--- src/rtl/oacs_pkg.sv ---
// ----------------------------------------------------------------------------
// oacs_pkg: shared types and constants of the octahedral atlas cell selector
// Holds the field widths, register indexes, the payload types that pass
// between the pipeline parts, and the small arithmetic helpers.
// ----------------------------------------------------------------------------
package oacs_pkg;

  // Direction components are signed 16-bit values.
  localparam int IN_W      = 16;
  // UV and blend fraction bits.
  localparam int FRAC_BITS = 16;
  // Unsigned UV, one integer bit so that 1.0 can be shown.
  localparam int UV_W      = FRAC_BITS + 1;
  // L1 norm of three 16-bit magnitudes stays below 2^17.
  localparam int L1_W      = IN_W + 1;
  // Divisor 2*L1 and the numerators, which never exceed it.
  localparam int DEN_W     = L1_W + 1;
  // Cell count register width and cell index width.
  localparam int CNT_W     = 9;
  localparam int IDX_W     = 8;
  localparam int MAX_CELLS = 256;
  // u times (count - 1).
  localparam int PROD_W    = UV_W + IDX_W;
  // One quotient bit per divider stage.
  localparam int DIV_STAGES = UV_W;
  // Configuration port index width.
  localparam int CFG_IDX_W = 2;

  typedef enum logic [CFG_IDX_W-1:0] {
    REG_CELLS_X = 2'd0,
    REG_CELLS_Y = 2'd1
  } oacs_reg_e;

  // Numerators and common divisor of both axes.
  typedef struct packed {
    logic [DEN_W-1:0] num_u;
    logic [DEN_W-1:0] num_v;
    logic [DEN_W-1:0] den;
  } oacs_frac_t;

  // Partial remainders and quotients inside the divider.
  typedef struct packed {
    logic [DEN_W-1:0] den;
    logic [DEN_W-1:0] rem_u;
    logic [DEN_W-1:0] rem_v;
    logic [UV_W-1:0]  q_u;
    logic [UV_W-1:0]  q_v;
  } oacs_div_t;

  typedef struct packed {
    logic [UV_W-1:0] u;
    logic [UV_W-1:0] v;
  } oacs_uv_t;

  typedef struct packed {
    logic [UV_W-1:0]      enc_u;
    logic [UV_W-1:0]      enc_v;
    logic [IDX_W-1:0]     cell_x0;
    logic [IDX_W-1:0]     cell_y0;
    logic [IDX_W-1:0]     cell_x1;
    logic [IDX_W-1:0]     cell_y1;
    logic [FRAC_BITS-1:0] blend_x;
    logic [FRAC_BITS-1:0] blend_y;
    logic                 valid_res;
  } oacs_res_t;

  // Count above the supported grid size saturates.
  function automatic logic [CNT_W-1:0] sat_count(input logic [CNT_W-1:0] n);
    logic [CNT_W-1:0] lim;
    lim = CNT_W'(MAX_CELLS);
    sat_count = (n > lim) ? lim : n;
  endfunction

  // One restoring division step on one lane. The first step compares without
  // shifting, since the numerator can equal the divisor.
  function automatic logic [DEN_W:0] div_bit(input logic [DEN_W-1:0] rem,
                                             input logic [DEN_W-1:0] den,
                                             input logic             first);
    logic [DEN_W:0] r2;
    logic [DEN_W:0] diff;
    logic           ge;
    r2   = first ? {1'b0, rem} : {rem, 1'b0};
    diff = r2 - {1'b0, den};
    ge   = (r2 >= {1'b0, den});
    div_bit = {ge, ge ? diff[DEN_W-1:0] : r2[DEN_W-1:0]};
  endfunction

  function automatic oacs_div_t div_step(input oacs_div_t s, input logic first);
    oacs_div_t     r;
    logic [DEN_W:0] bu;
    logic [DEN_W:0] bv;
    bu      = div_bit(s.rem_u, s.den, first);
    bv      = div_bit(s.rem_v, s.den, first);
    r.den   = s.den;
    r.rem_u = bu[DEN_W-1:0];
    r.rem_v = bv[DEN_W-1:0];
    r.q_u   = {s.q_u[UV_W-2:0], bu[DEN_W]};
    r.q_v   = {s.q_v[UV_W-2:0], bv[DEN_W]};
    div_step = r;
  endfunction

endpackage

--- src/rtl/oacs_front.sv ---
// ----------------------------------------------------------------------------
// oacs_front: magnitude, L1 norm and octahedral numerators
// First pipeline stage. Forms the numerators of u and v and the common
// divisor 2*L1, with the hemisphere fold for negative z.
// ----------------------------------------------------------------------------
module oacs_front (
  input  logic                            clk_i,
  input  logic                            rst_ni,
  input  logic                            valid_i,
  output logic                            ready_o,
  input  logic signed [oacs_pkg::IN_W-1:0] dir_x_i,
  input  logic signed [oacs_pkg::IN_W-1:0] dir_y_i,
  input  logic signed [oacs_pkg::IN_W-1:0] dir_z_i,
  output logic                            valid_o,
  input  logic                            ready_i,
  output oacs_pkg::oacs_frac_t            data_o
);

  logic [oacs_pkg::IN_W-1:0]  mag_x;
  logic [oacs_pkg::IN_W-1:0]  mag_y;
  logic [oacs_pkg::IN_W-1:0]  mag_z;
  logic [oacs_pkg::L1_W-1:0]  l1;
  logic [oacs_pkg::DEN_W-1:0] l1_ext;
  logic [oacs_pkg::DEN_W-1:0] den;
  logic                       z_neg;
  oacs_pkg::oacs_frac_t       frac_d;
  oacs_pkg::oacs_frac_t       frac_q;
  logic                       valid_q;

  // The most negative input maps to 32768, which still fits unsigned.
  assign mag_x = dir_x_i[oacs_pkg::IN_W-1] ? (~dir_x_i + 1'b1) : dir_x_i;
  assign mag_y = dir_y_i[oacs_pkg::IN_W-1] ? (~dir_y_i + 1'b1) : dir_y_i;
  assign mag_z = dir_z_i[oacs_pkg::IN_W-1] ? (~dir_z_i + 1'b1) : dir_z_i;
  assign l1    = oacs_pkg::L1_W'(mag_x) + oacs_pkg::L1_W'(mag_y) + oacs_pkg::L1_W'(mag_z);
  assign l1_ext = oacs_pkg::DEN_W'(l1);
  assign den   = {l1, 1'b0};
  assign z_neg = dir_z_i[oacs_pkg::IN_W-1];

  always_comb begin
    frac_d.den = den;
    if (!z_neg) begin
      frac_d.num_u = dir_x_i[oacs_pkg::IN_W-1] ? (l1_ext - oacs_pkg::DEN_W'(mag_x))
                                               : (l1_ext + oacs_pkg::DEN_W'(mag_x));
      frac_d.num_v = dir_y_i[oacs_pkg::IN_W-1] ? (l1_ext - oacs_pkg::DEN_W'(mag_y))
                                               : (l1_ext + oacs_pkg::DEN_W'(mag_y));
    end else begin
      frac_d.num_u = dir_x_i[oacs_pkg::IN_W-1] ? oacs_pkg::DEN_W'(mag_y)
                                               : (den - oacs_pkg::DEN_W'(mag_y));
      frac_d.num_v = dir_y_i[oacs_pkg::IN_W-1] ? oacs_pkg::DEN_W'(mag_x)
                                               : (den - oacs_pkg::DEN_W'(mag_x));
    end
    // A zero vector falls back to forward: 1/2 on both axes.
    if (l1 == '0) begin
      frac_d.num_u = oacs_pkg::DEN_W'(1);
      frac_d.num_v = oacs_pkg::DEN_W'(1);
      frac_d.den   = oacs_pkg::DEN_W'(2);
    end
  end

  assign ready_o = !valid_q || ready_i;

  always_ff @(posedge clk_i or negedge rst_ni) begin
    if (!rst_ni) begin
      valid_q <= 1'b0;
    end else if (ready_o) begin
      valid_q <= valid_i;
    end
  end

  always_ff @(posedge clk_i) begin
    if (ready_o && valid_i) begin
      frac_q <= frac_d;
    end
  end

  assign valid_o = valid_q;
  assign data_o  = frac_q;

endmodule

--- src/rtl/oacs_div.sv ---
// ----------------------------------------------------------------------------
// oacs_div: pipelined restoring divider for both UV lanes
// Computes floor(num * 2^FRAC_BITS / den) for u and v, one quotient bit per
// stage, with a shared divisor.
// ----------------------------------------------------------------------------
module oacs_div (
  input  logic                 clk_i,
  input  logic                 rst_ni,
  input  logic                 valid_i,
  output logic                 ready_o,
  input  oacs_pkg::oacs_frac_t data_i,
  output logic                 valid_o,
  input  logic                 ready_i,
  output oacs_pkg::oacs_uv_t   data_o
);

  oacs_pkg::oacs_div_t                   init;
  oacs_pkg::oacs_div_t                   stage_q [oacs_pkg::DIV_STAGES];
  logic [oacs_pkg::DIV_STAGES-1:0]       valid_q;
  logic [oacs_pkg::DIV_STAGES-1:0]       stage_rdy;

  assign init.den   = data_i.den;
  assign init.rem_u = data_i.num_u;
  assign init.rem_v = data_i.num_v;
  assign init.q_u   = '0;
  assign init.q_v   = '0;

  for (genvar k = 0; k < oacs_pkg::DIV_STAGES; k++) begin : g_stage
    oacs_pkg::oacs_div_t src;
    oacs_pkg::oacs_div_t stage_d;
    logic                src_v;

    if (k == 0) begin : g_first
      assign src   = init;
      assign src_v = valid_i;
    end else begin : g_next
      assign src   = stage_q[k-1];
      assign src_v = valid_q[k-1];
    end

    if (k == oacs_pkg::DIV_STAGES - 1) begin : g_last
      assign stage_rdy[k] = !valid_q[k] || ready_i;
    end else begin : g_mid
      assign stage_rdy[k] = !valid_q[k] || stage_rdy[k+1];
    end

    assign stage_d = oacs_pkg::div_step(src, (k == 0));

    always_ff @(posedge clk_i or negedge rst_ni) begin
      if (!rst_ni) begin
        valid_q[k] <= 1'b0;
      end else if (stage_rdy[k]) begin
        valid_q[k] <= src_v;
      end
    end

    always_ff @(posedge clk_i) begin
      if (stage_rdy[k] && src_v) begin
        stage_q[k] <= stage_d;
      end
    end
  end

  assign ready_o     = stage_rdy[0];
  assign valid_o     = valid_q[oacs_pkg::DIV_STAGES-1];
  assign data_o.u    = stage_q[oacs_pkg::DIV_STAGES-1].q_u;
  assign data_o.v    = stage_q[oacs_pkg::DIV_STAGES-1].q_v;

endmodule

--- src/rtl/oacs_cell.sv ---
// ----------------------------------------------------------------------------
// oacs_cell: atlas cell and blend selection
// Scales UV by (count - 1) in one stage, then splits the product into cell
// index and blend fraction and applies the zero-count rule in the next.
// ----------------------------------------------------------------------------
module oacs_cell (
  input  logic                         clk_i,
  input  logic                         rst_ni,
  input  logic                         valid_i,
  output logic                         ready_o,
  input  oacs_pkg::oacs_uv_t           data_i,
  input  logic [oacs_pkg::CNT_W-1:0]   cells_x_i,
  input  logic [oacs_pkg::CNT_W-1:0]   cells_y_i,
  output logic                         valid_o,
  input  logic                         ready_i,
  output oacs_pkg::oacs_res_t          data_o
);

  typedef struct packed {
    logic [oacs_pkg::UV_W-1:0]   u;
    logic [oacs_pkg::UV_W-1:0]   v;
    logic [oacs_pkg::PROD_W-1:0] prod_x;
    logic [oacs_pkg::PROD_W-1:0] prod_y;
  } scale_t;

  logic [oacs_pkg::CNT_W-1:0]  nsat_x;
  logic [oacs_pkg::CNT_W-1:0]  nsat_y;
  logic [oacs_pkg::CNT_W-1:0]  nm1_x;
  logic [oacs_pkg::CNT_W-1:0]  nm1_y;
  scale_t                      scale_d;
  scale_t                      scale_q;
  logic                        scale_vld_q;
  logic                        scale_rdy;
  oacs_pkg::oacs_res_t         res_d;
  oacs_pkg::oacs_res_t         res_q;
  logic                        res_vld_q;
  logic                        res_rdy;
  logic [oacs_pkg::IDX_W-1:0]  i0_x;
  logic [oacs_pkg::IDX_W-1:0]  i0_y;
  logic [oacs_pkg::CNT_W-1:0]  i1_x;
  logic [oacs_pkg::CNT_W-1:0]  i1_y;

  // The user changes counts only while no request is in flight; unenforced.
  assign nsat_x = oacs_pkg::sat_count(cells_x_i);
  assign nsat_y = oacs_pkg::sat_count(cells_y_i);
  assign nm1_x  = nsat_x - 1'b1;
  assign nm1_y  = nsat_y - 1'b1;

  assign scale_d.u      = data_i.u;
  assign scale_d.v      = data_i.v;
  assign scale_d.prod_x = oacs_pkg::PROD_W'(data_i.u)
                        * oacs_pkg::PROD_W'(nm1_x[oacs_pkg::IDX_W-1:0]);
  assign scale_d.prod_y = oacs_pkg::PROD_W'(data_i.v)
                        * oacs_pkg::PROD_W'(nm1_y[oacs_pkg::IDX_W-1:0]);

  assign res_rdy   = !res_vld_q || ready_i;
  assign scale_rdy = !scale_vld_q || res_rdy;
  assign ready_o   = scale_rdy;

  assign i0_x = scale_q.prod_x[oacs_pkg::FRAC_BITS +: oacs_pkg::IDX_W];
  assign i0_y = scale_q.prod_y[oacs_pkg::FRAC_BITS +: oacs_pkg::IDX_W];
  assign i1_x = oacs_pkg::CNT_W'(i0_x) + 1'b1;
  assign i1_y = oacs_pkg::CNT_W'(i0_y) + 1'b1;

  always_comb begin
    res_d.enc_u     = scale_q.u;
    res_d.enc_v     = scale_q.v;
    res_d.cell_x0   = i0_x;
    res_d.cell_y0   = i0_y;
    res_d.cell_x1   = (i1_x < nsat_x) ? i1_x[oacs_pkg::IDX_W-1:0] : i0_x;
    res_d.cell_y1   = (i1_y < nsat_y) ? i1_y[oacs_pkg::IDX_W-1:0] : i0_y;
    res_d.blend_x   = (nsat_x > oacs_pkg::CNT_W'(1))
                      ? scale_q.prod_x[oacs_pkg::FRAC_BITS-1:0] : '0;
    res_d.blend_y   = (nsat_y > oacs_pkg::CNT_W'(1))
                      ? scale_q.prod_y[oacs_pkg::FRAC_BITS-1:0] : '0;
    res_d.valid_res = 1'b1;
    if (cells_x_i == '0 || cells_y_i == '0) begin
      res_d = '0;
    end
  end

  always_ff @(posedge clk_i or negedge rst_ni) begin
    if (!rst_ni) begin
      scale_vld_q <= 1'b0;
      res_vld_q   <= 1'b0;
    end else begin
      if (scale_rdy) begin
        scale_vld_q <= valid_i;
      end
      if (res_rdy) begin
        res_vld_q <= scale_vld_q;
      end
    end
  end

  always_ff @(posedge clk_i) begin
    if (scale_rdy && valid_i) begin
      scale_q <= scale_d;
    end
    if (res_rdy && scale_vld_q) begin
      res_q <= res_d;
    end
  end

  assign valid_o = res_vld_q;
  assign data_o  = res_q;

endmodule

--- src/rtl/octahedral_atlas_cell_select.sv ---
// ----------------------------------------------------------------------------
// octahedral_atlas_cell_select: octahedral UV and atlas cell selection
// Maps a direction vector to an octahedral UV and picks the four neighboring
// atlas cells and the two bilinear blend fractions for a configured grid.
//
//   Channel  Direction  Handshake                 Payload
//   in       input      in_valid_i / in_ready_o   dir_x_i, dir_y_i, dir_z_i
//   out      output     out_valid_o / out_ready_i enc_u_o .. valid_res_o
//   cfg      input      cfg_valid_i / cfg_ready_o cfg_index_i, cfg_data_i
//
// One request is accepted per cycle while the output is not stalled, and each
// gives one result after passing the L1 norm and numerator stage, the divider
// stages (one quotient bit per stage) and the cell scaling and selection stages.
// Reset clears all valid bits and sets both cell counts to 8.
// Every stage holds its contents while the stage after it is full and
// stalled, so a stall on the output backs up stage by stage and bubbles fill.
// ----------------------------------------------------------------------------
module octahedral_atlas_cell_select (
  input  logic                                 clk_i,
  input  logic                                 rst_ni,
  input  logic                                 in_valid_i,
  output logic                                 in_ready_o,
  input  logic signed [oacs_pkg::IN_W-1:0]     dir_x_i,
  input  logic signed [oacs_pkg::IN_W-1:0]     dir_y_i,
  input  logic signed [oacs_pkg::IN_W-1:0]     dir_z_i,
  output logic                                 out_valid_o,
  input  logic                                 out_ready_i,
  output logic [oacs_pkg::UV_W-1:0]            enc_u_o,
  output logic [oacs_pkg::UV_W-1:0]            enc_v_o,
  output logic [oacs_pkg::IDX_W-1:0]           cell_x0_o,
  output logic [oacs_pkg::IDX_W-1:0]           cell_y0_o,
  output logic [oacs_pkg::IDX_W-1:0]           cell_x1_o,
  output logic [oacs_pkg::IDX_W-1:0]           cell_y1_o,
  output logic [oacs_pkg::FRAC_BITS-1:0]       blend_x_o,
  output logic [oacs_pkg::FRAC_BITS-1:0]       blend_y_o,
  output logic                                 valid_res_o,
  input  logic                                 cfg_valid_i,
  output logic                                 cfg_ready_o,
  input  logic [oacs_pkg::CFG_IDX_W-1:0]       cfg_index_i,
  input  logic [oacs_pkg::CNT_W-1:0]           cfg_data_i
);

  logic [oacs_pkg::CNT_W-1:0] cells_x_q;
  logic [oacs_pkg::CNT_W-1:0] cells_y_q;
  logic                       front_valid;
  logic                       front_ready;
  oacs_pkg::oacs_frac_t       front_data;
  logic                       div_valid;
  logic                       div_ready;
  oacs_pkg::oacs_uv_t         div_data;
  oacs_pkg::oacs_res_t        res;

  // Configuration writes are always taken. An index past the last register
  // is dropped.
  assign cfg_ready_o = 1'b1;

  always_ff @(posedge clk_i or negedge rst_ni) begin
    if (!rst_ni) begin
      cells_x_q <= oacs_pkg::CNT_W'(8);
      cells_y_q <= oacs_pkg::CNT_W'(8);
    end else if (cfg_valid_i) begin
      unique case (cfg_index_i)
        oacs_pkg::REG_CELLS_X: cells_x_q <= cfg_data_i;
        oacs_pkg::REG_CELLS_Y: cells_y_q <= cfg_data_i;
        default: ;
      endcase
    end
  end

  // Numerators of u and v over the common divisor 2*L1.
  oacs_front u_front (
    .clk_i   (clk_i),
    .rst_ni  (rst_ni),
    .valid_i (in_valid_i),
    .ready_o (in_ready_o),
    .dir_x_i (dir_x_i),
    .dir_y_i (dir_y_i),
    .dir_z_i (dir_z_i),
    .valid_o (front_valid),
    .ready_i (front_ready),
    .data_o  (front_data)
  );

  // Fixed-point quotients give the UV in UQ1.16.
  oacs_div u_div (
    .clk_i   (clk_i),
    .rst_ni  (rst_ni),
    .valid_i (front_valid),
    .ready_o (front_ready),
    .data_i  (front_data),
    .valid_o (div_valid),
    .ready_i (div_ready),
    .data_o  (div_data)
  );

  // The last stage of the cell unit is the output register.
  oacs_cell u_cell (
    .clk_i     (clk_i),
    .rst_ni    (rst_ni),
    .valid_i   (div_valid),
    .ready_o   (div_ready),
    .data_i    (div_data),
    .cells_x_i (cells_x_q),
    .cells_y_i (cells_y_q),
    .valid_o   (out_valid_o),
    .ready_i   (out_ready_i),
    .data_o    (res)
  );

  assign enc_u_o     = res.enc_u;
  assign enc_v_o     = res.enc_v;
  assign cell_x0_o   = res.cell_x0;
  assign cell_y0_o   = res.cell_y0;
  assign cell_x1_o   = res.cell_x1;
  assign cell_y1_o   = res.cell_y1;
  assign blend_x_o   = res.blend_x;
  assign blend_y_o   = res.blend_y;
  assign valid_res_o = res.valid_res;

  // A result flagged invalid carries zeros in every field.
  a_invalid_zero: assert property (@(posedge clk_i) disable iff (!rst_ni)
    out_valid_o && !valid_res_o |->
      enc_u_o == '0 && enc_v_o == '0 && cell_x0_o == '0 && cell_x1_o == '0 &&
      cell_y0_o == '0 && cell_y1_o == '0 && blend_x_o == '0 && blend_y_o == '0)
    else $error("invalid result carries nonzero fields");

  // UV never exceeds 1.0.
  a_uv_range: assert property (@(posedge clk_i) disable iff (!rst_ni)
    out_valid_o |-> enc_u_o <= oacs_pkg::UV_W'(1 << oacs_pkg::FRAC_BITS) &&
                    enc_v_o <= oacs_pkg::UV_W'(1 << oacs_pkg::FRAC_BITS))
    else $error("encoded UV above one");

  // The upper cell is the lower one or its direct neighbor.
  a_cell_pair: assert property (@(posedge clk_i) disable iff (!rst_ni)
    out_valid_o |-> (cell_x1_o == cell_x0_o || cell_x1_o == cell_x0_o + 1'b1) &&
                    (cell_y1_o == cell_y0_o || cell_y1_o == cell_y0_o + 1'b1))
    else $error("cell pair not adjacent");

  // A single-cell X axis selects cell zero with no blend.
  a_single_cell: assert property (@(posedge clk_i) disable iff (!rst_ni)
    out_valid_o && cells_x_q == oacs_pkg::CNT_W'(1) && cells_y_q != '0 |->
      cell_x0_o == '0 && cell_x1_o == '0 && blend_x_o == '0)
    else $error("single cell axis has nonzero index or blend");

endmodule
--- config.mk ---
export PLATFORM = sky130hd
export DESIGN_NAME = octahedral_atlas_cell_select
export DESIGN_NICKNAME = d
export VERILOG_FILES = /design/src/rtl/oacs_pkg.sv /design/src/rtl/oacs_front.sv /design/src/rtl/oacs_div.sv /design/src/rtl/oacs_cell.sv /design/src/rtl/octahedral_atlas_cell_select.sv
export SDC_FILE = /design/constraint.sdc
export NUM_CORES = 2
export LEC_CHECK = 0
export BUFFER_PORTS_ARGS = -buffer_cell sky130_fd_sc_hd__buf_2
export CAP_MARGIN = 10
export CORE_MARGIN = 4
export CORE_UTILIZATION = 58
export DETAILED_ROUTE_END_ITERATION = 7
export GPL_TIMING_DRIVEN = 0
export PLACE_DENSITY = 0.88
export SYNTH_ARGS = -nofsm -noshare
export SYNTH_HDL_FRONTEND = slang
export SYNTH_HIERARCHICAL = 1
export SYNTH_SLANG_ARGS = --single-unit
export TNS_END_PERCENT = 50
--- constraint.sdc ---
create_clock -name clk_i -period 7.1 [get_ports clk_i]
set_input_delay 1.42 -clock clk_i [delete_from_list [all_inputs] [get_ports clk_i]]
set_output_delay 1.42 -clock clk_i [all_outputs]
set_load 0.05 [all_outputs]
==> impl_metrics.ini <==
[synthesis]
async_reset_ff_share_pct = 2.64
ys_types = 114
synth_compound_area_share_pct = 14.7
synth_enable_flop_cells = 1404
synth_xor_area_share_pct = 5.43
synth_ff_type = edfxtp_1
yosysMostFrequentCell = edfxtp_1
synth-seq-cells = 1442
yosysTopAreaCellShare_pct = 44.6
syn-instance-count = 8938
yosysWarnings = 6
synth.area.mux_share_pct = 0.904
synthAdderAreaFrac_pct = 15.4
synth_commonest_cells = edfxtp_1, nand2_1, inv_1, ha_1, o21ai_0
syn_nets = 10000
synth_top_area_cell = edfxtp_1
synth_top_family_by_area = adder cells
yosys.area_share.simple_pct = 13.3
syn_avg_cell_area_um2 = 10.6
ys_seq_area_share_pct = 45.6
synthTopCellsByArea = edfxtp_1, ha_1, fa_1
syn_area_um2 = 94500

[die]
die_x_um = 412
die-area_um2 = 169000
die_y_um = 412
start_util_pct = 58.6
io_pins = 166
rows = 147
core_area_um2 = 161000

[worst_setup_path]
setup.worst_path.end = u_front/data_o[51]
cp_max_fo = 9
reg2reg_from = cells_y_q[0]
cp.depth = 23
r2r_end = u_cell/i0_y[1]
r2r_setup_slack_ns = 0.27
critPathLaunchType = primary input
critPathBufInv = 4
cp_slowest_cell = or3b_2
cp-startpoint = dir_x_i[0]
end_kind = flop
max_stage_delay_ns = 0.50
arrival_ns = 7.55
required_ns = 7.64
rr_worst_depth = 20
path_class = primary input to flop
crit_family = compound AO/OA/AOI/OAI gates
crit_path_cell_trace = buf_2 > inv_1 > ha_1 > or3b_2 > nor3_4 > a21boi_0 > xor2_1 > inv_1 > fa_1 > inv_1 > ha_1 > a21oi_1 > nor2_1 > a211o_2 > a21o_1 > a21oi_2 > xnor2_2 > ha_1 > or3_1 > a211o_1 > and3_1 > o311a_1 > a211oi_4

[drt]
antenna_left = 0
drt_iter0_drc = 7115
viasPerCell = 6.09
wirelength_um = 252000
dr.pass1.iters = 6
wl_per_cell_um = 21.8
vias = 70500
drc_errors = 0

[timing]
finalCriticalPeriod_ns = 7.01
rsz0062_at_grt = true
hold_viol = 0
finalSetupViolCount = 0
finalMaxSlewViolations = 0
worstMarginPinSlew_ns = 1.03
finalCritPeriodShare_pct = 98.8
relSlewSlack_pct = 31.1
skew_ns = 0.0628
timing.fmax_ghz = 0.143
setup_ws_ns = 0.0883

[clock_network]
cts_sinks = 1442
cts_buffers = 152
cts.path.max_buffers = 3
clockRootBuffer = clkbuf_16
clock_latency_ns = 0.80
htreeDepth = 4
cts.clk_slew.worst_paths_ns = 0.06
cts_tree = built

[hold_path]
hp-class = flop to flop
min_from = u_div/stage_q[0][320]

[placed_design]
io_buffers = 159
gp_congestion = 0.979
post-place-ws_ns = -1.74
hpwl_um = 196000
dp_cells = 11300

[flow_run]
maxCapViolations = 0

[finish]
syn2layout_area_growth_pct = 10.4
antenna_cells = 0
instances_no_fill = 11600
drive_gt1_share_pct = 9.02
nets = 10400

[status]
status = complete, no violations

[global_route]
grt_antenna_before_repair = 7
grt_pass1_vias = 68600
overflow = 0
grt_pass1_wl_um = 387000
grt_max_degree = 81
grt_usage_pct = 29.2
-- per-stage QoR --
stage	TNS [ns]	util (%)	hold WS (ns)	cell area [um2]
floorplan	0	-	0.400	94500
global placement	-282.29	60.7	0.401	98000
detailed placement	-49.20	61.2	0.405	98700
CTS	-0.0125	64.5	0.387	104000
global route	-0.0559	64.7	0.398	104000
finish	0	64.7	0.404	104000
-- placed cells by master, fill, tap and decap left out, types with 62 or more instances in the layout --
cell	Yosys	routed
o21ai_0	479	477
xor2_1	305	294
and2_1	232	219
clkbuf_16	0	153
o31ai_1	78	77
a31oi_1	89	86
nor2b_1	169	165
fa_1	229	229
o21a_1	124	124
nand2b_1	122	122
a21o_1	149	149
nand3_1	139	139
a211oi_1	99	90
nor3_1	188	187
nand4_1	109	109
inv_1	891	889
nand2_1	908	906
o21bai_1	63	63
buf_2	45	204
and3_1	77	77
a21oi_1	463	459
o21ai_1	275	276
nor2_1	446	446
edfxtp_1	1404	1404
xnor2_1	281	273
ha_1	798	798
clkbuf_1	57	69
o41ai_1	63	62
-- sequential cells by signal (all words and copies together) (netlist names), 8 cells and up --
register,count
u_cell/i0_y,8
u_div/g_stage.src_v,16
u_cell/data_o,99
u_front/data_o,53
u_div/stage_q,1170
u_cell/i0_x,8
cells_x_q,9
u_cell/scale_q,66
cells_y_q,9
-- how the worst min path moves through the flow --
stage | end | depth (start not counted)
after floorplan | u_div/stage_q[0][1025] | 0
after global placement | u_div/stage_q[0][604] | 0
after detailed placement | u_div/stage_q[0][1043] | 0
after CTS | u_div/stage_q[0][515] | 0
after global routing | u_div/stage_q[0][515] | 0
final | u_div/stage_q[0][409] | 0
-- kinds of logic after synthesis --
logic type / after synthesis
compound gates: 2169
xor+xnor: 586
fa+ha+maj: 1028
buf+inv: 1055
flops: 1442
mux: 75
other cells: 2
simple gates: 2581
-- layout make-up --
class	count	area, um2
inverter	894	3360
tap	2160	2700
clock buffer	177	3920
fill	12300	57000
timing repair buffer	193	1430
clock inverter	103	1270
sequential	1442	43100
multi-input combinational	6441	47500
buffer	158	1000
-- layer usage --
layer	share of wire, %	vias up	GRT usage, %	routed length [um]
li1	-	32800	-	-
met1	40	34000	38.7	102000
met2	47	3079	47.8	118000
met3	8.2	574	4.89	20800
met4	4.6	6	12.4	11600
met5	0.016	-	0	41
-- what timing repair did --
action / 4_1_cts / 5_1_grt
setup buffers: 5 / 5
resized for setup: 32 / 45
endpoints found under the setup margin: 54 / 52
hold buffers: 0 / 0
pin swaps: 4 / 7
Power is left out: the tool's default activity adds up to more than one toggle a clock period on the data nets, which glitch-free logic cannot reach.
